==> src/rtl/periodic_timer_queue_defines.svh <==
// ----------------------------------------------------------------------------
// periodic_timer_queue_defines
// assertion macros used by the timer queue top level
// ----------------------------------------------------------------------------
`ifndef PERIODIC_TIMER_QUEUE_DEFINES_SVH
`define PERIODIC_TIMER_QUEUE_DEFINES_SVH

`ifndef NO_ASSERTIONS
`define PTQ_ASSERT_IMP(lbl, ante, cons) \
  lbl: assert property (@(posedge clk_i) disable iff (!rst_ni) (ante) |-> (cons)) \
    else $error("ptq assertion failed");
`define PTQ_ASSERT_NXT(lbl, ante, cons) \
  lbl: assert property (@(posedge clk_i) disable iff (!rst_ni) (ante) |=> (cons)) \
    else $error("ptq assertion failed");
`else
`define PTQ_ASSERT_IMP(lbl, ante, cons)
`define PTQ_ASSERT_NXT(lbl, ante, cons)
`endif

`endif

==> src/rtl/ptq_pkg.sv <==
// ----------------------------------------------------------------------------
// ptq_pkg
// types and constants of the periodic timer queue
// ----------------------------------------------------------------------------
package ptq_pkg;

  localparam int NUM_TIMERS       = 16;
  localparam int MAX_TICK_RESULTS = 64;
  localparam int ID_W             = $clog2(NUM_TIMERS);
  localparam int CNT_W            = $clog2(MAX_TICK_RESULTS + 1);
  localparam int SCAN_W           = $clog2(NUM_TIMERS + 1);
  localparam int NS_PER_US        = 1000;
  localparam int JITTER_STEPS     = 100;
  localparam logic [15:0] LFSR_MASK = 16'hB400;
  localparam int DIV_W            = 29;
  localparam int RECIP_W          = 26;
  localparam int DIV25_MUL        = 42949673;
  localparam int DIV25_SHIFT      = 30;
  localparam int QUOT_W           = DIV_W + RECIP_W - DIV25_SHIFT;
  localparam int PROD_W           = 43;

  typedef enum logic [1:0] {
    OP_ARM    = 2'd0,
    OP_CANCEL = 2'd1,
    OP_TICK   = 2'd2
  } opcode_e;

  typedef enum logic {
    EV_FIRED    = 1'b0,
    EV_DETACHED = 1'b1
  } event_e;

  typedef enum logic [2:0] {
    WR_NONE,
    WR_ARM,
    WR_CANCEL,
    WR_DEADLINE,
    WR_RETIRE
  } wr_op_e;

  typedef enum logic [4:0] {
    S_IDLE,
    S_ARM_MUL,
    S_ARM_WR,
    S_CANCEL,
    S_SCAN,
    S_DECIDE,
    S_PUSH_FIRED,
    S_PUSH_DET,
    S_RETIRE,
    S_LFSR,
    S_MOD,
    S_MUL_J,
    S_DIV_Q,
    S_JIT_DIV,
    S_JIT_SUM,
    S_MUL_NS,
    S_UPD,
    S_FINISH
  } state_e;

  typedef struct packed {
    logic [1:0]  opcode;
    logic [3:0]  timer_id;
    logic [30:0] period_us;
    logic        one_shot;
    logic [29:0] jitter_us;
    logic [62:0] now_ns;
  } in_item_t;

  typedef struct packed {
    logic [3:0] slot;
    logic       event_kind;
    logic       last;
  } out_item_t;

  typedef struct packed {
    wr_op_e            op;
    logic [ID_W-1:0]   id;
    logic [63:0]       deadline;
    logic [30:0]       period;
    logic [29:0]       jitter;
    logic              single;
  } wr_t;

  typedef struct packed {
    logic              found;
    logic [ID_W-1:0]   id;
    logic [63:0]       deadline;
    logic [30:0]       period;
    logic [29:0]       jitter;
    logic              enabled;
    logic              single;
  } cand_t;

  typedef struct packed {
    logic             pend_v;
    logic [CNT_W-1:0] cnt;
  } stat_t;

endpackage

==> src/rtl/ptq_if.sv <==
// ----------------------------------------------------------------------------
// ptq_if
// valid/ready channels of the timer queue
// ----------------------------------------------------------------------------
interface ptq_in_if import ptq_pkg::*; ();
  logic     valid;
  logic     ready;
  in_item_t payload;

  modport source (output valid, output payload, input ready);
  modport sink   (input valid, input payload, output ready);
endinterface

interface ptq_out_if import ptq_pkg::*; ();
  logic      valid;
  logic      ready;
  out_item_t payload;

  modport source (output valid, output payload, input ready);
  modport sink   (input valid, input payload, output ready);
endinterface

==> src/rtl/ptq_ctrl.sv <==
// ----------------------------------------------------------------------------
// ptq_ctrl
// sequencer: commands, per-pop decisions, jitter, result buffering
// ----------------------------------------------------------------------------
module ptq_ctrl import ptq_pkg::*; (
  input  logic              clk_i,
  input  logic              rst_ni,
  ptq_in_if.sink            in_i,
  ptq_out_if.source         out_o,
  input  logic              cfg_we_i,
  input  logic [15:0]       cfg_wdata_i,
  input  cand_t             best_i,
  output wr_t               wr_o,
  output logic              div_start_o,
  output logic [DIV_W-1:0]  div_dividend_o,
  input  logic              div_done_i,
  input  logic [QUOT_W-1:0] div_quot_i,
  output stat_t             stat_o
);

  state_e            state_q, state_d;
  logic [62:0]       now_q, now_d;
  logic [ID_W-1:0]   id_q, id_d;
  logic [30:0]       per_q, per_d;
  logic [29:0]       jit_q, jit_d;
  logic              single_q, single_d;
  logic [CNT_W-1:0]  cnt_q, cnt_d;
  logic [SCAN_W-1:0] scan_q, scan_d;
  logic              pend_v_q, pend_v_d;
  logic [ID_W-1:0]   pend_id_q, pend_id_d;
  logic              pend_kind_q, pend_kind_d;
  logic              out_v_q, out_v_d;
  out_item_t         out_q, out_d;
  logic [15:0]       lfsr_q, lfsr_d;
  logic [15:0]       lfsr_step;
  logic [32:0]       iv_q, iv_d;
  logic [PROD_W-1:0] prod_q, prod_d;
  logic [QUOT_W-1:0] qa_q, qa_d;
  logic [6:0]        rnd_q, rnd_d;
  logic [5:0]        jb_q, jb_d;
  logic [12:0]       rb_q, rb_d;
  logic [31:0]       ra_q, ra_d;
  logic              out_free;
  logic              can_push;
  logic [CNT_W:0]    need_sum;
  logic [32:0]       up;
  logic [15:0]       rem16;
  logic [29:0]       jb_full;

  assign lfsr_step = lfsr_q[0] ? ((lfsr_q >> 1) ^ LFSR_MASK) : (lfsr_q >> 1);
  assign out_free  = !out_v_q || out_o.ready;
  assign can_push  = !pend_v_q || out_free;
  assign need_sum  = {1'b0, cnt_q} +
                     ((best_i.enabled && best_i.single) ? (CNT_W+1)'(2) : (CNT_W+1)'(1));
  assign rem16     = lfsr_q - ({6'd0, div_quot_i[9:0]} * 16'(JITTER_STEPS));
  assign jb_full   = best_i.jitter - ({5'd0, qa_q} * 30'(JITTER_STEPS / 2));
  assign up        = {2'b0, best_i.period} + {1'b0, ra_q} + {8'b0, div_quot_i};

  always_comb begin
    state_d     = state_q;
    now_d       = now_q;
    id_d        = id_q;
    per_d       = per_q;
    jit_d       = jit_q;
    single_d    = single_q;
    cnt_d       = cnt_q;
    scan_d      = scan_q;
    pend_v_d    = pend_v_q;
    pend_id_d   = pend_id_q;
    pend_kind_d = pend_kind_q;
    out_v_d     = out_v_q && !out_o.ready;
    out_d       = out_q;
    lfsr_d      = lfsr_q;
    iv_d        = iv_q;
    prod_d      = prod_q;
    qa_d        = qa_q;
    rnd_d       = rnd_q;
    jb_d        = jb_q;
    rb_d        = rb_q;
    ra_d        = ra_q;
    wr_o        = '0;
    wr_o.op     = WR_NONE;
    wr_o.id     = best_i.id;
    div_start_o    = 1'b0;
    div_dividend_o = '0;
    in_i.ready     = 1'b0;

    case (state_q)
      S_IDLE: begin
        in_i.ready = 1'b1;
        if (in_i.valid) begin
          now_d    = in_i.payload.now_ns;
          id_d     = ID_W'(in_i.payload.timer_id);
          per_d    = in_i.payload.period_us;
          jit_d    = in_i.payload.jitter_us;
          single_d = in_i.payload.one_shot;
          iv_d     = {2'b0, in_i.payload.period_us};
          case (in_i.payload.opcode)
            OP_ARM:    state_d = (int'(in_i.payload.timer_id) < NUM_TIMERS) ?
                                 S_ARM_MUL : S_FINISH;
            OP_CANCEL: state_d = (int'(in_i.payload.timer_id) < NUM_TIMERS) ?
                                 S_CANCEL : S_FINISH;
            OP_TICK: begin
              cnt_d   = '0;
              scan_d  = '0;
              state_d = S_SCAN;
            end
            default:   state_d = S_FINISH;
          endcase
        end
      end
      S_ARM_MUL: begin
        prod_d  = {10'd0, iv_q} * PROD_W'(NS_PER_US);
        state_d = S_ARM_WR;
      end
      S_ARM_WR: begin
        wr_o.op       = WR_ARM;
        wr_o.id       = id_q;
        wr_o.deadline = {1'b0, now_q} + 64'(prod_q);
        wr_o.period   = per_q;
        wr_o.jitter   = jit_q;
        wr_o.single   = single_q;
        state_d       = S_IDLE;
      end
      S_CANCEL: begin
        wr_o.op = WR_CANCEL;
        wr_o.id = id_q;
        state_d = S_IDLE;
      end
      S_SCAN: begin
        scan_d = scan_q + 1'b1;
        if (scan_q == SCAN_W'(NUM_TIMERS - 1)) begin
          state_d = S_DECIDE;
        end
      end
      S_DECIDE: begin
        if (!best_i.found || best_i.deadline > {1'b0, now_q}) begin
          state_d = S_FINISH;
        end else if (need_sum > (CNT_W+1)'(MAX_TICK_RESULTS)) begin
          state_d = S_FINISH;
        end else if (best_i.enabled) begin
          state_d = S_PUSH_FIRED;
        end else begin
          state_d = S_PUSH_DET;
        end
      end
      S_PUSH_FIRED, S_PUSH_DET: begin
        if (can_push) begin
          if (pend_v_q) begin
            out_v_d     = 1'b1;
            out_d.slot  = 4'(pend_id_q);
            out_d.event_kind = pend_kind_q;
            out_d.last  = 1'b0;
          end
          pend_v_d  = 1'b1;
          pend_id_d = best_i.id;
          cnt_d     = cnt_q + 1'b1;
          if (state_q == S_PUSH_DET) begin
            pend_kind_d = EV_DETACHED;
            state_d     = S_RETIRE;
          end else begin
            pend_kind_d = EV_FIRED;
            iv_d        = {2'b0, best_i.period};
            if (best_i.single) begin
              state_d = S_PUSH_DET;
            end else if (best_i.jitter != '0) begin
              state_d = S_LFSR;
            end else begin
              state_d = S_MUL_NS;
            end
          end
        end
      end
      S_RETIRE: begin
        wr_o.op = WR_RETIRE;
        scan_d  = '0;
        state_d = S_SCAN;
      end
      S_LFSR: begin
        lfsr_d         = lfsr_step;
        div_start_o    = 1'b1;
        div_dividend_o = best_i.jitter[29:1];
        state_d        = S_MOD;
      end
      S_MOD: begin
        if (div_done_i) begin
          qa_d           = div_quot_i;
          div_start_o    = 1'b1;
          div_dividend_o = {15'd0, lfsr_q[15:2]};
          state_d        = S_MUL_J;
        end
      end
      S_MUL_J: begin
        if (div_done_i) begin
          rnd_d   = rem16[6:0] + 7'd1;
          jb_d    = jb_full[5:0];
          state_d = S_DIV_Q;
        end
      end
      S_DIV_Q: begin
        rb_d    = {6'd0, rnd_q} * {7'd0, jb_q};
        ra_d    = {25'd0, rnd_q} * {7'd0, qa_q};
        state_d = S_JIT_DIV;
      end
      S_JIT_DIV: begin
        div_start_o    = 1'b1;
        div_dividend_o = {17'd0, rb_q[12:1]};
        state_d        = S_JIT_SUM;
      end
      S_JIT_SUM: begin
        if (div_done_i) begin
          iv_d    = (up > {3'b0, best_i.jitter}) ? (up - {3'b0, best_i.jitter}) : '0;
          state_d = S_MUL_NS;
        end
      end
      S_MUL_NS: begin
        prod_d  = {10'd0, iv_q} * PROD_W'(NS_PER_US);
        state_d = S_UPD;
      end
      S_UPD: begin
        wr_o.op       = WR_DEADLINE;
        wr_o.deadline = best_i.deadline + 64'(prod_q);
        scan_d        = '0;
        state_d       = S_SCAN;
      end
      S_FINISH: begin
        if (!pend_v_q) begin
          state_d = S_IDLE;
        end else if (out_free) begin
          out_v_d          = 1'b1;
          out_d.slot       = 4'(pend_id_q);
          out_d.event_kind = pend_kind_q;
          out_d.last       = 1'b1;
          pend_v_d         = 1'b0;
          state_d          = S_IDLE;
        end
      end
      default: state_d = S_IDLE;
    endcase

    if (cfg_we_i) begin
      lfsr_d = (cfg_wdata_i == '0) ? 16'd1 : cfg_wdata_i;
    end
  end

  always_ff @(posedge clk_i or negedge rst_ni) begin
    if (!rst_ni) begin
      state_q  <= S_IDLE;
      cnt_q    <= '0;
      scan_q   <= '0;
      pend_v_q <= 1'b0;
      out_v_q  <= 1'b0;
      lfsr_q   <= 16'd1;
    end else begin
      state_q  <= state_d;
      cnt_q    <= cnt_d;
      scan_q   <= scan_d;
      pend_v_q <= pend_v_d;
      out_v_q  <= out_v_d;
      lfsr_q   <= lfsr_d;
    end
  end

  always_ff @(posedge clk_i) begin
    now_q       <= now_d;
    id_q        <= id_d;
    per_q       <= per_d;
    jit_q       <= jit_d;
    single_q    <= single_d;
    pend_id_q   <= pend_id_d;
    pend_kind_q <= pend_kind_d;
    out_q       <= out_d;
    iv_q        <= iv_d;
    prod_q      <= prod_d;
    qa_q        <= qa_d;
    rnd_q       <= rnd_d;
    jb_q        <= jb_d;
    rb_q        <= rb_d;
    ra_q        <= ra_d;
  end

  assign out_o.valid   = out_v_q;
  assign out_o.payload = out_q;
  assign stat_o.pend_v = pend_v_q;
  assign stat_o.cnt    = cnt_q;

endmodule

==> src/flat_wrapper.sv <==
// flat-port wrapper written by rule: the top's interface ports become plain ports
module ptq_ctrl_flat import ptq_pkg::*;
  (clk_i, rst_ni, cfg_we_i, cfg_wdata_i, best_i, wr_o, div_start_o, div_dividend_o, div_done_i, div_quot_i, stat_o, in_i_valid, in_i_payload, in_i_ready, out_o_valid, out_o_payload, out_o_ready);
  ptq_in_if in_i_i ();
  ptq_out_if out_o_i ();
  input  logic clk_i;
  input  logic rst_ni;
  input  logic cfg_we_i;
  input  logic [15:0] cfg_wdata_i;
  input  cand_t best_i;
  output wr_t wr_o;
  output logic div_start_o;
  output logic [DIV_W-1:0] div_dividend_o;
  input  logic div_done_i;
  input  logic [QUOT_W-1:0] div_quot_i;
  output stat_t stat_o;
  input wire logic [$bits(in_i_i.valid)-1:0] in_i_valid;
  input wire logic [$bits(in_i_i.payload)-1:0] in_i_payload;
  output wire logic [$bits(in_i_i.ready)-1:0] in_i_ready;
  output wire logic [$bits(out_o_i.valid)-1:0] out_o_valid;
  output wire logic [$bits(out_o_i.payload)-1:0] out_o_payload;
  input wire logic [$bits(out_o_i.ready)-1:0] out_o_ready;
  assign in_i_i.valid = in_i_valid;
  assign in_i_i.payload = in_i_payload;
  assign in_i_ready = in_i_i.ready;
  assign out_o_valid = out_o_i.valid;
  assign out_o_payload = out_o_i.payload;
  assign out_o_i.ready = out_o_ready;
  ptq_ctrl u_core (.clk_i(clk_i), .rst_ni(rst_ni), .in_i(in_i_i), .out_o(out_o_i), .cfg_we_i(cfg_we_i), .cfg_wdata_i(cfg_wdata_i), .best_i(best_i), .wr_o(wr_o), .div_start_o(div_start_o), .div_dividend_o(div_dividend_o), .div_done_i(div_done_i), .div_quot_i(div_quot_i), .stat_o(stat_o));
endmodule
==> config.mk <==
export PLATFORM = sky130hd
export DESIGN_NAME = ptq_ctrl_flat
export DESIGN_NICKNAME = d
export VERILOG_FILES = /design/src/rtl/periodic_timer_queue_defines.svh /design/src/rtl/ptq_pkg.sv /design/src/rtl/ptq_if.sv /design/src/rtl/ptq_ctrl.sv /design/src/flat_wrapper.sv
export SDC_FILE = /design/constraint.sdc
export NUM_CORES = 2
export LEC_CHECK = 0
export BUFFER_PORTS_ARGS = -buffer_cell sky130_fd_sc_hd__buf_4
export CAP_MARGIN = 10
export CORE_MARGIN = 3
export CORE_UTILIZATION = 34
export DETAILED_ROUTE_END_ITERATION = 8
export PLACE_DENSITY = 0.62
export RECOVER_POWER = 25
export SLEW_MARGIN = 20
export SYNTH_ARGS = -nofsm -noshare
export SYNTH_HDL_FRONTEND = slang
export SYNTH_SLANG_ARGS = --single-unit
==> constraint.sdc <==
create_clock -name clk_i -period 5.3 [get_ports clk_i]
set_input_delay 0.53 -clock clk_i [delete_from_list [all_inputs] [get_ports clk_i]]
set_output_delay 0.53 -clock clk_i [all_outputs]
set_load 0.1 [all_outputs]
==> results.sh <==
export IMPL_nFillCells=9019
export IMPL_vias=28366
export IMPL_drt_iter0_drc=1974
export IMPL_synth_compound_area_frac=0.153
export IMPL_tightestPinTransition_ns=2.24
export IMPL_yosysWarnings=0
export IMPL_numCtsBuffers=46
export IMPL_numClockSinks=330
export IMPL_worstRegToRegCells=16
export IMPL_max_cap_viol_count=1
export IMPL_grt_pass1_vias=28276
export IMPL_areaGrowthSynthToFinish_pct=33.9
export IMPL_violations="capacitance limit, slew limit, setup timing"
export IMPL_min_delay_start="out_o_ready"
export IMPL_cp_startpoint="u_core.iv_q[3]"
export IMPL_synthXorXnorAreaFrac=0.0520
export IMPL_cts_root_buf="clkbuf_16"
export IMPL_end_kind="flip-flop"
export IMPL_dieHeight_um=318
export IMPL_hold_class="input port to flip-flop"
export IMPL_die_area_sq_um=101000
export IMPL_status="complete, but fails checks"
export IMPL_clk_latency_ns=0.63
export IMPL_htreeDepth=2
export IMPL_fp_dieW_um=318
export IMPL_synth_edf_count=295
export IMPL_hold_viol=0
export IMPL_synth_area_per_cell_sq_um=9.95
export IMPL_cts_tree="done"
export IMPL_crit_slowest_cell="fa_1"
export IMPL_fin_nets=5128
export IMPL_grt_max_degree=45
export IMPL_register_area_sq_um=9740
export IMPL_clockBufferDepth=3
export IMPL_layout_common_cells="buf_4, nand2_1, inv_1"
export IMPL_clk_pin_slew_ns=0.06
export IMPL_layout_commonest_cell="buf_4"
export IMPL_fmax_mhz=188
export IMPL_setup_slack_ns=-0.0240
export IMPL_critPathTopFamily="adder cells"
export IMPL_drive_above_1_share=0.277
export IMPL_synth_nets=4264
export IMPL_synth_fa_ha_area_frac=0.306
export IMPL_synth_mux_area_fraction=0.0122
export IMPL_gp_congestion=0.924
export IMPL_setup_viol_count_final=4
export IMPL_postRouteAntennaNets=0
export IMPL_hold_depth=2
export IMPL_antenna_found_initial=15
export IMPL_crit_top_cell="fa_1"
export IMPL_critPathBufInv=2
export IMPL_netlist_area_sq_um=33000
export IMPL_seq_area_frac_synth=0.295
export IMPL_slew_headroom=-0.494
export IMPL_worstSetupPathType="flip-flop to flip-flop"
export IMPL_grt_pass1_wl_um=167000
export IMPL_detailed_place_hpwl_um=88800
export IMPL_arrival_ns=5.68
export IMPL_gr_total_overflow=0
export IMPL_avgRoutedWirePerCell_um=20.2
export IMPL_start_kind="flip-flop"
export IMPL_rsz0062_at_grt="yes"
export IMPL_port_buffers=488
export IMPL_cp_cell_sequence="buf_4, fa_1, fa_1, fa_1, fa_1, ha_4, and3_4, a221oi_4, a21oi_2, a311o_1, o21a_1, a41o_1, a311o_1, a211oi_2, buf_4, xnor2_1"
export IMPL_place_ws_ns=-0.501
export IMPL_synth_top_family_by_area="adder cells"
export IMPL_skew_ns=0.0286
export IMPL_async_flop_share=0.106
export IMPL_dr_pass1_iters=7
export IMPL_path_max_fanout=3
export IMPL_fin_util=0.462
export IMPL_synthFlopType="edfxtp_1"
export IMPL_synth_seq_cells=330
export IMPL_finalCritPeriodShare=1.00
export IMPL_grt_usage=0.212
export IMPL_final_min_clock_period_ns=5.32
export IMPL_wl_um=111000
export IMPL_max_stage_delay_ns=0.58
export IMPL_min_to="u_core.out_o.valid"
export IMPL_synthCells=3319
export IMPL_rrSetupSlack_ns=-0.02
export IMPL_required_ns=5.66
export IMPL_rr_startpoint="u_core.iv_q[3]"
export IMPL_synth_simple_gate_area_frac=0.133
export IMPL_post_drt_via_cell_ratio=5.16
export IMPL_coreArea_sq_um=95700
export IMPL_drv_slew=36
export IMPL_multi_input_area_sq_um=22900
export IMPL_r2r_end="u_core.prod_q[40]"
export IMPL_design_portCount=489
export IMPL_rows=113
export IMPL_start_util=0.345
export IMPL_drc_errors=0
export IMPL_synth_cell_types=79
## cell families after synthesis
logic type | after synthesis
multiplexers | 39
AND/OR/NAND/NOR | 911
flip-flops | 330
adder cells (fa/ha/maj) | 635
buffers and inverters | 429
XOR/XNOR | 196
AO/OA/AOI/OAI | 779
## how the worst max path moves through the flow
stage	slack (ns)	cells after the start	to
floorplan	-0.27	18	wr_o[105]
global placement	-0.50	24	u_core.iv_q[2]
detailed placement	-0.50	24	u_core.iv_q[21]
CTS	-0.05	17	u_core.prod_q[40]
global route	-0.28	24	u_core.iv_q[6]
finish	-0.02	16	u_core.prod_q[40]
## synthesized netlist by cell type, drive strengths merged (7+ instances only)
master | number | area share
nand2 | 349 | 0.040
ha | 348 | 0.13
inv | 332 | 0.038
edfxtp | 295 | 0.27
fa | 287 | 0.17
o21ai | 202 | 0.031
a21oi | 186 | 0.028
nor2 | 146 | 0.017
xnor2 | 136 | 0.036
a21o | 129 | 0.029
and2 | 126 | 0.024
clkbuf | 88 | 0.010
xor2 | 60 | 0.016
nand3 | 55 | 0.0083
nand4 | 51 | 0.0097
nor3 | 40 | 0.0062
o21a | 37 | 0.0084
and3 | 35 | 0.0067
dfrtp | 34 | 0.026
mux2i | 31 | 0.0094
nand2b | 29 | 0.0055
a22oi | 28 | 0.0064
nor2b | 27 | 0.0051
o21bai | 23 | 0.0052
a211oi | 21 | 0.0049
a31oi | 19 | 0.0036
o22ai | 18 | 0.0034
nor4 | 17 | 0.0034
or3 | 13 | 0.0025
a222oi | 12 | 0.0036
o211ai | 12 | 0.0027
a221oi | 11 | 0.0038
o2111ai | 10 | 0.0027
buf | 9 | 0.0016
a21boi | 8 | 0.0018
a41oi | 8 | 0.0021
mux2 | 8 | 0.0028
o31ai | 8 | 0.0018
a211o | 7 | 0.0021
a221o | 7 | 0.0021
## state kept, by name, indices dropped and copies added, names as in the netlist, 12 cells and up
signal         flops
u_core.qa_q       25
u_core.rb_q       12
u_core.prod_q     40
u_core.jit_q      30
u_core.lfsr_q     16
u_core.iv_q       33
u_core.ra_q       32
u_core.per_q      31
u_core.now_q      63
## final cells by class
class | instances | share of cell area
Antenna cell | 12 | 0.000679
Clock buffer | 55 | 0.0273
Clock inverter | 30 | 0.00880
Inverter | 332 | 0.0282
Multi-Input combinational cell | 2562 | 0.519
Sequential cell | 330 | 0.220
Tap cell | 1265 | 0.0358
Timing Repair Buffer | 911 | 0.160
## per-stage QoR
step | hold WS [ns] | setup TNS, ns | instances | cell area (sq um)
3_5_place_dp | 0.405 | -16.47 | 5264 | 40300
6_report | 0.0984 | -0.0492 | 5497 | 44200
3_3_place_gp | 0.402 | -16.09 | 5264 | 40300
5_1_grt | 0.0511 | -9.26 | 5491 | 44200
4_1_cts | 0.0211 | -0.0862 | 5397 | 42700
2_1_floorplan | 0.234 | -1.31 | 3319 | 33200
## routing by layer
| layer | track usage | part of all wire | up-vias | routed length (um) |
|---|---|---|---|---|
| li1 | - | - | 13473 | - |
| met1 | 0.288 | 0.44 | 13800 | 48700 |
| met2 | 0.343 | 0.47 | 900 | 51800 |
| met3 | 0.0410 | 0.066 | 189 | 7340 |
| met4 | 0.0611 | 0.031 | 4 | 3470 |
| met5 | 0 | 0.00027 | - | 30 |
## repair_timing
item,in CTS,in global routing
endpoints found under the setup margin,72,81
hold buffers,1,0
pin swaps,67,196
gates cloned,1,2
setup buffers,46,89
gates resized for setup,97,257
endpoints found under the hold margin,34,0
Power is left out: the tool's default activity adds up to more than one toggle a clock period on the data nets, which glitch-free logic cannot reach.
