### src/rtl/periodic_timer_queue_defines.svh
// ----------------------------------------------------------------------------
// periodic_timer_queue_defines
// assertion macros used by the timer queue top level
// ----------------------------------------------------------------------------
`ifndef PERIODIC_TIMER_QUEUE_DEFINES_SVH
`define PERIODIC_TIMER_QUEUE_DEFINES_SVH

`ifndef NO_ASSERTIONS
`define PTQ_ASSERT_IMP(lbl, ante, cons) \
  lbl: assert property (@(posedge clk_i) disable iff (!rst_ni) (ante) |-> (cons)) \
    else $error("ptq assertion failed");
`define PTQ_ASSERT_NXT(lbl, ante, cons) \
  lbl: assert property (@(posedge clk_i) disable iff (!rst_ni) (ante) |=> (cons)) \
    else $error("ptq assertion failed");
`else
`define PTQ_ASSERT_IMP(lbl, ante, cons)
`define PTQ_ASSERT_NXT(lbl, ante, cons)
`endif

`endif

### src/rtl/ptq_pkg.sv
// ----------------------------------------------------------------------------
// ptq_pkg
// types and constants of the periodic timer queue
// ----------------------------------------------------------------------------
package ptq_pkg;

  localparam int NUM_TIMERS       = 16;
  localparam int MAX_TICK_RESULTS = 64;
  localparam int ID_W             = $clog2(NUM_TIMERS);
  localparam int CNT_W            = $clog2(MAX_TICK_RESULTS + 1);
  localparam int SCAN_W           = $clog2(NUM_TIMERS + 1);
  localparam int NS_PER_US        = 1000;
  localparam int JITTER_STEPS     = 100;
  localparam logic [15:0] LFSR_MASK = 16'hB400;
  localparam int DIV_W            = 29;
  localparam int RECIP_W          = 26;
  localparam int DIV25_MUL        = 42949673;
  localparam int DIV25_SHIFT      = 30;
  localparam int QUOT_W           = DIV_W + RECIP_W - DIV25_SHIFT;
  localparam int PROD_W           = 43;

  typedef enum logic [1:0] {
    OP_ARM    = 2'd0,
    OP_CANCEL = 2'd1,
    OP_TICK   = 2'd2
  } opcode_e;

  typedef enum logic {
    EV_FIRED    = 1'b0,
    EV_DETACHED = 1'b1
  } event_e;

  typedef enum logic [2:0] {
    WR_NONE,
    WR_ARM,
    WR_CANCEL,
    WR_DEADLINE,
    WR_RETIRE
  } wr_op_e;

  typedef enum logic [4:0] {
    S_IDLE,
    S_ARM_MUL,
    S_ARM_WR,
    S_CANCEL,
    S_SCAN,
    S_DECIDE,
    S_PUSH_FIRED,
    S_PUSH_DET,
    S_RETIRE,
    S_LFSR,
    S_MOD,
    S_MUL_J,
    S_DIV_Q,
    S_JIT_DIV,
    S_JIT_SUM,
    S_MUL_NS,
    S_UPD,
    S_FINISH
  } state_e;

  typedef struct packed {
    logic [1:0]  opcode;
    logic [3:0]  timer_id;
    logic [30:0] period_us;
    logic        one_shot;
    logic [29:0] jitter_us;
    logic [62:0] now_ns;
  } in_item_t;

  typedef struct packed {
    logic [3:0] slot;
    logic       event_kind;
    logic       last;
  } out_item_t;

  typedef struct packed {
    wr_op_e            op;
    logic [ID_W-1:0]   id;
    logic [63:0]       deadline;
    logic [30:0]       period;
    logic [29:0]       jitter;
    logic              single;
  } wr_t;

  typedef struct packed {
    logic              found;
    logic [ID_W-1:0]   id;
    logic [63:0]       deadline;
    logic [30:0]       period;
    logic [29:0]       jitter;
    logic              enabled;
    logic              single;
  } cand_t;

  typedef struct packed {
    logic             pend_v;
    logic [CNT_W-1:0] cnt;
  } stat_t;

endpackage

### src/rtl/ptq_cell.sv
// ----------------------------------------------------------------------------
// ptq_cell
// one timer slot; passes the earliest queued candidate to its neighbor
// ----------------------------------------------------------------------------
module ptq_cell import ptq_pkg::*; (
  input  logic            clk_i,
  input  logic            rst_ni,
  input  logic [ID_W-1:0] cell_id_i,
  input  wr_t             wr_i,
  input  cand_t           cand_i,
  output cand_t           cand_o
);

  logic [63:0] deadline_q, deadline_d;
  logic [30:0] period_q, period_d;
  logic [29:0] jitter_q, jitter_d;
  logic        queued_q, queued_d;
  logic        enabled_q, enabled_d;
  logic        single_q, single_d;
  logic        hit;
  cand_t       cand_d, cand_q;

  assign hit = (wr_i.id == cell_id_i);

  always_comb begin
    deadline_d = deadline_q;
    period_d   = period_q;
    jitter_d   = jitter_q;
    queued_d   = queued_q;
    enabled_d  = enabled_q;
    single_d   = single_q;
    if (hit) begin
      case (wr_i.op)
        WR_ARM: begin
          deadline_d = wr_i.deadline;
          period_d   = wr_i.period;
          jitter_d   = wr_i.jitter;
          single_d   = wr_i.single;
          queued_d   = 1'b1;
          enabled_d  = 1'b1;
        end
        WR_CANCEL:   enabled_d = 1'b0;
        WR_DEADLINE: deadline_d = wr_i.deadline;
        WR_RETIRE: begin
          queued_d  = 1'b0;
          enabled_d = 1'b0;
        end
        default: ;
      endcase
    end
  end

  always_comb begin
    cand_d = cand_i;
    if (queued_q && (!cand_i.found || deadline_q < cand_i.deadline)) begin
      cand_d.found    = 1'b1;
      cand_d.id       = cell_id_i;
      cand_d.deadline = deadline_q;
      cand_d.period   = period_q;
      cand_d.jitter   = jitter_q;
      cand_d.enabled  = enabled_q;
      cand_d.single   = single_q;
    end
  end

  always_ff @(posedge clk_i or negedge rst_ni) begin
    if (!rst_ni) begin
      deadline_q <= '0;
      period_q   <= '0;
      jitter_q   <= '0;
      queued_q   <= 1'b0;
      enabled_q  <= 1'b0;
      single_q   <= 1'b0;
      cand_q     <= '0;
    end else begin
      deadline_q <= deadline_d;
      period_q   <= period_d;
      jitter_q   <= jitter_d;
      queued_q   <= queued_d;
      enabled_q  <= enabled_d;
      single_q   <= single_d;
      cand_q     <= cand_d;
    end
  end

  assign cand_o = cand_q;

endmodule

### config.mk
export PLATFORM = sky130hd
export DESIGN_NAME = ptq_cell
export DESIGN_NICKNAME = d
export VERILOG_FILES = /design/src/rtl/periodic_timer_queue_defines.svh /design/src/rtl/ptq_pkg.sv /design/src/rtl/ptq_cell.sv
export SDC_FILE = /design/constraint.sdc
export NUM_CORES = 1
export LEC_CHECK = 0
export BUFFER_PORTS_ARGS = -buffer_cell sky130_fd_sc_hd__buf_2
export CAP_MARGIN = 20
export CORE_MARGIN = 4
export CORE_UTILIZATION = 45
export DETAILED_ROUTE_END_ITERATION = 16
export PLACE_DENSITY = 0.81
export RECOVER_POWER = 25
export SLEW_MARGIN = 20
export SYNTH_ARGS = -nofsm -noshare
export SYNTH_HDL_FRONTEND = slang
export SYNTH_SLANG_ARGS = --single-unit
export TNS_END_PERCENT = 30
### constraint.sdc
create_clock -name clk_i -period 3.2 [get_ports clk_i]
set_input_delay 0.8 -clock clk_i [delete_from_list [all_inputs] [get_ports clk_i]]
set_output_delay 0.8 -clock clk_i [all_outputs]
set_load 0.02 [all_outputs]
==> results_dict.tcl, run 1 <==
set metrics [dict create \
    cts-resized-gates 0 \
    synth_ff_type "sky130_fd_sc_hd__dfrtp_1" \
    ys_seq_elements 260 \
    clk_skew_ns 0.01126 \
    worstMarginPinSlew_ns 2.021 \
    synth.yosys.seq_area_share_pct 49.27 \
    critPathCaptureType "flip-flop" \
    run_status "complete, but fails checks" \
    final_hold_fails 0 \
    layout.nets 1942 \
    worst_slack_ns 0.3000 \
    wl_met2_mm 19.23 \
    grt_remaining_overflow 0 \
    root_buffer "sky130_fd_sc_hd__clkbuf_16" \
    syn_area_per_cell_um2 11.12 \
    max-slew-margin-rel_pct -34.71 \
    grt_start_max_net_pins 132 \
    timing.hold.worst_path_depth 2 \
    power_density_mw_per_mm2 724.7 \
    final.fill_count 2294 \
    wl_met3_mm 3.926 \
    min-delay-start "wr_i[10]" \
    postRouteAntennaNets 0 \
    netlist_area_mm2 0.01321 \
    totalWireLength_mm 39.57 \
    drv_cap 1 \
    post_cts_hold_buffer_count 0 \
    remaining_drc_errors 0 \
    tritoncts_clock_tree "built" \
    period_share_pct 90.62 \
    yosys.area.top_type_share_pct 49.27 \
    critical_path_peak_fanout 23 \
    grt_antenna_before_repair 8 \
    initialDrtViolationCount 605 \
    synth_top_area_cell "sky130_fd_sc_hd__dfrtp_1" \
    hp-class "in -> reg" \
    r2r-start "deadline_q[13]" \
    core_area_mm2 0.02886 \
    failed_checks "capacitance limit, slew limit" \
    die_extent_in_x_um 179.3 \
    dpl.hpwl_mm 28.62 \
    cts_max_path_buffers 3 \
    vias_per_cell 5.584 \
    via_count 11260 \
    row_count 62 \
    setup_viol 0 \
    post_drt_wl_per_cell_um 19.62 \
    port_buf_inserts 402 \
    place.gp.congestion 0.8685 \
    startpoint "deadline_q[13]" \
    setup.worst_path.class "reg -> reg" \
    peakVddDrop_mv 0.5108 \
    netlist-cell-type-count 46 \
    dieHeight_um 179.3 \
    unrepaired_setup_endpoints_after_global_routing "no" \
    cts.reportedPaths.clkPinSlew_ns 0.07 \
    syn-num-nets 1521 \
    wl_met1_mm 15.01 \
    total_leakage_power_nw 8.618 \
    ios 403 \
    startpoint_type_of_the_worst_setup_path "flip-flop" \
    required_ns 3.64 \
    area_growth_syn_to_layout_pct 30.17 \
    fin_crit_ns 2.900 \
    fin_setup_tns_ns 0 \
    grt_pass1_wl_mm 60.89 \
    cts_inserted_buffers 28 \
    achievable-frequency_mhz 344.8 \
    dieArea_mm2 0.03215 \
    drive_above_1_share_pct 46.81 \
    ys_top_cells_by_area "sky130_fd_sc_hd__dfrtp_1, sky130_fd_sc_hd__mux2_2, sky130_fd_sc_hd__nand3_2" \
    number_of_enable_flip_flop_cells_after_synthesis 0 \
    worst_slack_after_detailed_placement_ns -0.1868 \
    clock_latency_reported_for_the_late_side_of_the_worst_skew_pair_ns 0.55 \
    drtPass1Iterations 5 \
    starting_density_of_the_core_pct 45.76 \
    most_common_library_cell_in_the_layout_ignoring_fill_and_taps "sky130_fd_sc_hd__buf_2" \
    r2r_setup_slack_ns 0.30 \
    cts_setup_buffers 0 \
    ys_async_sr_fraction_pct 100.0 \
    number_of_global_route_vias_before_repair 11500 \
    reg2reg_path_depth 11 \
    critPathArrivalTime_ns 3.34 \
    syn_inst 1187 \
    yosysWarnings 0 \
    top_layer_used "met5" \
    grtUsageTotal_pct 23.75 \
    htreeDepth 1 \
    clock_sinks 260 \
    most-common-layout-cells "sky130_fd_sc_hd__buf_2, sky130_fd_sc_hd__dfrtp_1, sky130_fd_sc_hd__nand2_1" \
    final-max-slew-violation-count 78 \
]
## critical path, cell delays in order, from the launching register on
cell and delay [ns]:
sky130_fd_sc_hd__dfrtp_1 0.42, sky130_fd_sc_hd__ha_1 0.32, sky130_fd_sc_hd__a211oi_1 0.25, sky130_fd_sc_hd__nor2_1 0.10, sky130_fd_sc_hd__a2111oi_0 0.54, sky130_fd_sc_hd__buf_4 0.20
sky130_fd_sc_hd__o22ai_1 0.10, sky130_fd_sc_hd__a21oi_4 0.21, sky130_fd_sc_hd__buf_12 0.24, sky130_fd_sc_hd__buf_12 0.18, sky130_fd_sc_hd__nand3_1 0.10, sky130_fd_sc_hd__o211ai_1 0.13
## report_power, final
group	internal, mW	switching [mW]
Clock	2.04	1.39
Combinational	1.76	2.48
Sequential	4.25	0.538
## area by class of cell
type | instances | area, um^2 | area share (%)
clock buffers | 34 | 774.5 | 4.506
repair buffers | 475 | 2952 | 17.17
flip-flops and latches | 260 | 6506 | 37.85
diodes | 5 | 12.51 | 0.07279
multi-input cells | 775 | 6008 | 34.95
well taps | 384 | 480.5 | 2.795
inverters | 68 | 255.2 | 1.485
clock inverters | 16 | 200.2 | 1.165
## worst paths after layout
path / endpoint
worst max-delay path: cand_o[84]
worst min-delay path: jitter_q[9]
worst max register to register: cand_o[84]
worst min register to register: cand_o[50]
max in group asynchronous: cand_o[81]
min in group asynchronous: cand_o[62]
## cells by family after synthesis
logic type	share of synthesized area (%)
muxes	10.74
and+or+nand+nor	17.51
AOI/OAI and AO/OA	10.71
buffers and inverters	5.533
adders and majority gates	5.969
xor gates and xnor gates	0.2653
DFF	49.27
## cells in the mapped netlist, types with 5 or more instances
master and instances:
sky130_fd_sc_hd__a21oi_1 25, sky130_fd_sc_hd__buf_2 23, sky130_fd_sc_hd__buf_4 9, sky130_fd_sc_hd__buf_6 13, sky130_fd_sc_hd__clkbuf_1 38, sky130_fd_sc_hd__dfrtp_1 260, sky130_fd_sc_hd__ha_1 63, sky130_fd_sc_hd__inv_1 68
sky130_fd_sc_hd__mux2_1 5, sky130_fd_sc_hd__mux2_2 121, sky130_fd_sc_hd__nand2_1 156, sky130_fd_sc_hd__nand3_1 108, sky130_fd_sc_hd__nand3_2 90, sky130_fd_sc_hd__nand4_1 13, sky130_fd_sc_hd__nor2_1 6, sky130_fd_sc_hd__o211ai_1 112
sky130_fd_sc_hd__o211ai_2 20, sky130_fd_sc_hd__o21ai_0 13
## flip-flops by register name (all words and copies together) (netlist names)
register and count:
cand_o 132, deadline_q 64, period_q 31, jitter_q 30, enabled_q 1, queued_q 1, single_q 1
## through the flow
stage | utilization [%] | instances | instance area (um^2) | power, mW | hold WS [ns]
final | 59.56 | 2017 | 17190 | 12.46 | 0.4729
after floorplan | - | 1187 | 13210 | 7.360 | 0.4772
after CTS | 59.72 | 2012 | 17230 | 12.57 | 0.2452
after global routing | 59.54 | 2014 | 17180 | 13.15 | 0.4575
after detailed placement | 56.34 | 1962 | 16260 | 9.067 | 0.4941
after global placement | 56.34 | 1962 | 16260 | 8.902 | 0.4865
## routing by layer
layer	vias to the layer above	track usage [%]
met2	523	39.78
met3	112	6.959
met1	5518	29.33
li1	5099	-
met5	-	0
met4	10	8.569
(Power assumes the default switching activity.)
==> run 2, diff against run 1 <==
--- a/config.mk
+++ b/config.mk
@@ -9,9 +9,11 @@
 export CAP_MARGIN = 20
 export CORE_MARGIN = 4
 export CORE_UTILIZATION = 45
+export CTS_BUF_LIST = sky130_fd_sc_hd__clkbuf_8
 export DETAILED_ROUTE_END_ITERATION = 16
 export PLACE_DENSITY = 0.81
 export RECOVER_POWER = 25
+export SETUP_SLACK_MARGIN = 0.02
 export SLEW_MARGIN = 20
 export SYNTH_ARGS = -nofsm -noshare
 export SYNTH_HDL_FRONTEND = slang
==> constraint.sdc (replaced) <==
create_clock -name clk_i -period 3.2 [get_ports clk_i]
set_input_delay 0.32 -clock clk_i [delete_from_list [all_inputs] [get_ports clk_i]]
set_output_delay 0.32 -clock clk_i [all_outputs]
set_load 0.02 [all_outputs]
==> results_dict.tcl, run 2 (same netlist as run 1, synthesis figures left out) <==
set metrics [dict create \
    run_status "complete, but fails checks" \
    drtPass1Iterations 5 \
    ios 403 \
    totalWireLength_mm 47.58 \
    starting_density_of_the_core_pct 45.76 \
    unrepaired_setup_endpoints_after_global_routing "no" \
    final_hold_fails 0 \
    reg2reg_path_depth 11 \
    tritoncts_clock_tree "built" \
    required_ns 3.65 \
    max-slew-margin-rel_pct -69.60 \
    final_design_area_no_fill_mm2 0.01897 \
    fin_setup_tns_ns 0 \
    cp_slowest_stage_delay_ns 0.72 \
    most-common-layout-cells "sky130_fd_sc_hd__buf_2, sky130_fd_sc_hd__dfrtp_1, sky130_fd_sc_hd__dlygate4sd3_1" \
    layout.nets 2127 \
    startpoint_type_of_the_worst_setup_path "flip-flop" \
    core_area_mm2 0.02886 \
    placedInstanceArea_mm2 0.01582 \
    dieHeight_um 179.3 \
    postRouteAntennaNets 0 \
    vias_per_cell 5.738 \
    timing.hold.worst_path_depth 3 \
    cts_inserted_buffers 46 \
    critical_path_peak_fanout 34 \
    worst_path_most_repeated_cell "sky130_fd_sc_hd__buf_12" \
    r2r-start "deadline_q[11]" \
    hp-class "in -> reg" \
    failed_checks "capacitance limit, slew limit" \
    clk_skew_ns 0.03138 \
    worstMarginPinSlew_ns 2.544 \
    cp_slowest_cell "sky130_fd_sc_hd__a2111oi_0" \
    dpl.hpwl_mm 27.80 \
    power_density_mw_per_mm2 681.1 \
    grt_remaining_overflow 0 \
    drive_above_1_share_pct 41.34 \
    crit_chain "ha_1, a21oi_1, o21ai_0, a2111oi_0, buf_4, o22ai_1, a21oi_4, buf_12, buf_12, nand3_1, o211ai_1" \
    most_common_library_cell_in_the_layout_ignoring_fill_and_taps "sky130_fd_sc_hd__buf_2" \
    row_count 62 \
    setup_viol 0 \
    cts_max_path_buffers 3 \
    largest_register_ff_count 132 \
    number_of_global_route_vias_before_repair 13560 \
    final-max-slew-violation-count 91 \
    clock_sinks 260 \
    grt_start_max_net_pins 132 \
    critPathArrivalTime_ns 3.55 \
    grt_pass1_wl_mm 72.66 \
    critPathCaptureType "flip-flop" \
    htreeDepth 2 \
    worst-path-buf-inv 3 \
    r2r-end "cand_o[93]" \
    total_leakage_power_nw 9.401 \
    remaining_drc_errors 0 \
    cts.reportedPaths.clkPinSlew_ns 0.06 \
    die_extent_in_x_um 179.3 \
    grtUsageTotal_pct 28.57 \
    r2r_setup_slack_ns 0.1 \
    initialDrtViolationCount 893 \
    port_buf_inserts 402 \
    min-delay-start "cand_i[114]" \
    dieArea_mm2 0.03215 \
    peakVddDrop_mv 0.4529 \
    worst_path_dominant_cell_family "compound AO/OA/AOI/OAI gates" \
    grt_antenna_before_repair 6 \
    final.fill_count 1945 \
    period_share_pct 96.88 \
    fin_crit_ns 3.100 \
    post_drt_wl_per_cell_um 21.42 \
    place.gp.congestion 0.8647 \
    drv_cap 1 \
    hold_critical_path_endpoint "cand_o[114]" \
    root_buffer "sky130_fd_sc_hd__clkbuf_8" \
    achievable-frequency_mhz 322.6 \
    area_growth_syn_to_layout_pct 43.68 \
    via_count 12740 \
    clock_latency_reported_for_the_late_side_of_the_worst_skew_pair_ns 0.57 \
    setup.worst_path.class "reg -> reg" \
]
run 2: changes by cell type in the layout (fill, tap and decap cells not counted):
cell	before	now
sky130_fd_sc_hd__buf_12	33	23
sky130_fd_sc_hd__buf_4	33	11
sky130_fd_sc_hd__clkbuf_1	7	1
sky130_fd_sc_hd__clkbuf_16	29	0
sky130_fd_sc_hd__clkbuf_2	2	1
sky130_fd_sc_hd__clkbuf_4	1	0
sky130_fd_sc_hd__clkbuf_8	3	65
sky130_fd_sc_hd__clkinv_4	1	0
sky130_fd_sc_hd__clkinvlp_4	5	2
sky130_fd_sc_hd__diode_2	5	6
sky130_fd_sc_hd__dlygate4sd3_1	0	205
sky130_fd_sc_hd__inv_1	68	77
run 2: layout make-up:
class	count	area [um^2]	area share (%)
Inverter	68	255.2	1.345
Antenna cell	6	15.01	0.07913
Clock buffer	65	894.6	4.715
Sequential cell	260	6506	34.29
Multi-Input combinational cell	775	6008	31.67
Tap cell	384	480.5	2.532
Clock inverter	21	202.7	1.068
Timing Repair Buffer	642	4611	24.30
run 2: worst max path at each step:
stage	from	to	slack [ns]	depth (start not counted)
2_1_floorplan	deadline_q[61]	cand_o[108]	0.86	11
3_3_place_gp	cand_i[74]	cand_o[40]	0.12	13
3_5_place_dp	cand_i[74]	cand_o[89]	0.09	13
4_1_cts	deadline_q[11]	cand_o[93]	0.13	11
5_1_grt	deadline_q[11]	cand_o[35]	0.02	11
6_report	deadline_q[11]	cand_o[93]	0.1	11
run 2: where the power goes:
part | internal [mW] | switching (mW)
clock network | 2.13 | 1.51
registers | 4.26 | 0.587
logic | 1.81 | 2.63
total | 8.19 | 4.73
run 2: worst min-delay path: stages:
cell and delay [ns]:
sky130_fd_sc_hd__buf_2 0.09, sky130_fd_sc_hd__nand3_1 0.06, sky130_fd_sc_hd__o211ai_1 0.08
run 2: stage by stage:
stage / total power [mW] / instances / hold slack, ns / worst slack, ns / utilization [%]
after floorplan: 7.360 / 1187 / 0.02441 / 0.8567 / -
after global placement: 8.753 / 1924 / 0.4001 / 0.1236 / 54.83
after detailed placement: 8.921 / 1924 / 0.4107 / 0.08550 / 54.83
after CTS: 12.76 / 2215 / 0.0002731 / 0.1327 / 65.74
after global routing: 13.56 / 2218 / 0.005147 / 0.02232 / 65.72
final: 12.92 / 2221 / 0.03372 / 0.09979 / 65.75
run 2: layer usage:
layer  vias up  wire length, um  global-route usage, %  share of wire [%]
met3       221             4915                  8.604                 10
met4         6             2509                  14.69                5.3
met1      6113            16930                  32.77                 36
li1       5492                -                      -                  -
met5         -               37                      0              0.078
met2       911            23180                  48.40                 49
run 2: timing repair:
item,CTS,global route
hold endpoints to repair,289,0
hold buffers,205,0
buffers inserted,0,0
gates resized for setup,0,0
==> run 3, diff against run 2 <==
--- a/config.mk
+++ b/config.mk
@@ -11,7 +11,7 @@
 export CORE_UTILIZATION = 45
 export CTS_BUF_LIST = sky130_fd_sc_hd__clkbuf_8
 export DETAILED_ROUTE_END_ITERATION = 16
-export PLACE_DENSITY = 0.81
+export PLACE_DENSITY = 0.71
 export RECOVER_POWER = 25
 export SETUP_SLACK_MARGIN = 0.02
 export SLEW_MARGIN = 20
==> results_dict.tcl, run 3 (same netlist as run 1, synthesis figures left out) <==
set metrics [dict create \
    run_status "complete, but fails checks" \
    area_growth_syn_to_layout_pct 37.09 \
    unrepaired_setup_endpoints_after_global_routing "no" \
    critical_path_peak_fanout 36 \
    critPathArrivalTime_ns 3.50 \
    layout.core_utilization_pct 62.73 \
    totalWireLength_mm 40.54 \
    max-slew-margin-rel_pct -18.49 \
    startpoint_type_of_the_worst_setup_path "input pin" \
    core_area_mm2 0.02886 \
    grt_remaining_overflow 0 \
    r2r_setup_slack_ns 0.21 \
    design_power_total_mw 12.19 \
    period_share_pct 95.44 \
    grt_start_max_net_pins 70 \
    final.fill_count 2246 \
    htreeDepth 2 \
    largest_register_ff_count 132 \
    drtPass1Iterations 7 \
    clock_latency_reported_for_the_late_side_of_the_worst_skew_pair_ns 0.54 \
    tritoncts_clock_tree "built" \
    ios 403 \
    total_leakage_power_nw 9.046 \
    number_of_global_route_vias_before_repair 11970 \
    finalHoldWorstSlack_ns 0.02971 \
    dpl.hpwl_mm 27.92 \
    clk_skew_ns 0.01400 \
    power_density_mw_per_mm2 673.2 \
    starting_density_of_the_core_pct 45.76 \
    r2r-start "deadline_q[11]" \
    clock_sinks 260 \
    failed_checks "capacitance limit, slew limit" \
    cts_max_path_buffers 3 \
    initialDrtViolationCount 555 \
    grt_pass1_wl_mm 62.59 \
    vias_per_cell 5.370 \
    postRouteAntennaNets 0 \
    final_design_area_no_fill_mm2 0.01810 \
    die_extent_in_x_um 179.3 \
    critPathCaptureType "flip-flop" \
    port_buf_inserts 402 \
    post_drt_wl_per_cell_um 18.87 \
    dieArea_mm2 0.03215 \
    via_count 11540 \
    startpoint "cand_i[72]" \
    final-max-slew-violation-count 70 \
    fin_setup_tns_ns 0 \
    crit_end "cand_o[85]" \
    row_count 62 \
    drv_cap 1 \
    remaining_drc_errors 0 \
    reg2reg_path_depth 11 \
    peakVddDrop_mv 0.3815 \
    required_ns 3.64 \
    most-common-layout-cells "sky130_fd_sc_hd__buf_2, sky130_fd_sc_hd__dfrtp_1, sky130_fd_sc_hd__nand2_1" \
    dieHeight_um 179.3 \
    final_hold_fails 0 \
    grtUsageTotal_pct 24.39 \
    layout.nets 2060 \
    hp-class "in -> reg" \
    most_common_library_cell_in_the_layout_ignoring_fill_and_taps "sky130_fd_sc_hd__buf_2" \
    placedInstanceArea_mm2 0.01584 \
    worstMarginPinSlew_ns 1.777 \
    cts-resized-gates 0 \
    cts_inserted_buffers 46 \
    place.gp.congestion 0.8784 \
    drive_above_1_share_pct 42.74 \
    cts.reportedPaths.clkPinSlew_ns 0.06 \
    fin_crit_ns 3.054 \
    root_buffer "sky130_fd_sc_hd__clkbuf_8" \
    setup_viol 0 \
    cts_setup_buffers 0 \
    r2r-end "cand_o[85]" \
    grt_antenna_before_repair 11 \
    setup.worst_path.class "in -> reg" \
    achievable-frequency_mhz 327.4 \
]
[run 3: cell types whose count changed in the layout (fill, tap and decap cells not counted)]
| cell | delta |
|---|---|
| sky130_fd_sc_hd__buf_12 | -4 |
| sky130_fd_sc_hd__buf_4 | +5 |
| sky130_fd_sc_hd__bufinv_16 | -2 |
| sky130_fd_sc_hd__clkbuf_2 | +2 |
| sky130_fd_sc_hd__clkbuf_4 | +2 |
| sky130_fd_sc_hd__clkbuf_8 | -5 |
| sky130_fd_sc_hd__clkinv_2 | -3 |
| sky130_fd_sc_hd__diode_2 | +2 |
| sky130_fd_sc_hd__dlygate4sd3_1 | -72 |
| sky130_fd_sc_hd__inv_1 | +4 |
| sky130_fd_sc_hd__inv_6 | -1 |
[run 3: how the worst min path moves through the flow]
stage	start	end	slack, ns	cells after the start
finish	wr_i[61]	period_q[30]	0.03	2
global route	wr_i[61]	period_q[30]	0.0009	2
CTS	wr_i[119]	deadline_q[57]	0.0003	2
detailed placement	rst_ni	cand_o[81]	0.33	1
global placement	rst_ni	cand_o[81]	0.33	1
floorplan	rst_ni	cand_o[0]	0.02	0
[run 3: critical path: stages]
cell	delay (ns)
sky130_fd_sc_hd__dlygate4sd3_1	0.55
sky130_fd_sc_hd__buf_2	0.13
sky130_fd_sc_hd__inv_1	0.05
sky130_fd_sc_hd__ha_1	0.31
sky130_fd_sc_hd__a21oi_1	0.12
sky130_fd_sc_hd__o21ai_0	0.12
sky130_fd_sc_hd__a2111oi_0	0.66
sky130_fd_sc_hd__buf_4	0.22
sky130_fd_sc_hd__o22ai_1	0.10
sky130_fd_sc_hd__a21oi_4	0.21
sky130_fd_sc_hd__buf_12	0.22
sky130_fd_sc_hd__buf_12	0.21
sky130_fd_sc_hd__nand3_1	0.14
sky130_fd_sc_hd__o211ai_1	0.13
[run 3: power breakdown]
group | total [mW] | switching, mW | internal (mW)
Combinational | 4.22 | 2.47 | 1.75
Sequential | 4.78 | 0.526 | 4.26
Clock | 3.18 | 1.36 | 1.83
[run 3: through the flow]
| step | instances | setup WS, ns |
|---|---|---|
| after global routing | 2149 | 0.03984 |
| after floorplan | 1187 | 0.8567 |
| after global placement | 1929 | 0.1984 |
| after CTS | 2138 | 0.1622 |
| final | 2149 | 0.1458 |
| after detailed placement | 1929 | 0.1545 |
[run 3: final cells by class]
type                            count  area [um^2]  area share (%)
Clock buffer                       60        825.8           4.562
Timing Repair Buffer              575         3872           21.39
Sequential cell                   260         6506           35.94
Multi-Input combinational cell    775         6008           33.19
Antenna cell                        8        20.02          0.1106
Tap cell                          384        480.5           2.654
Inverter                           68        255.2           1.410
Clock inverter                     19        133.9          0.7396
[run 3: repair_timing]
item / in CTS / in global routing
endpoints found under the hold margin: 192 / 3
setup endpoints to repair: 0 / 0
hold buffers: 130 / 3
[run 3: routing by layer]
metal	global-route usage, %	share of wire, %	vias up
li1	-	-	5340
met1	29.58	38	5537
met2	40.61	49	558
met3	7.613	9.6	99
met4	9.870	3.3	6
met5	0	0.10	-
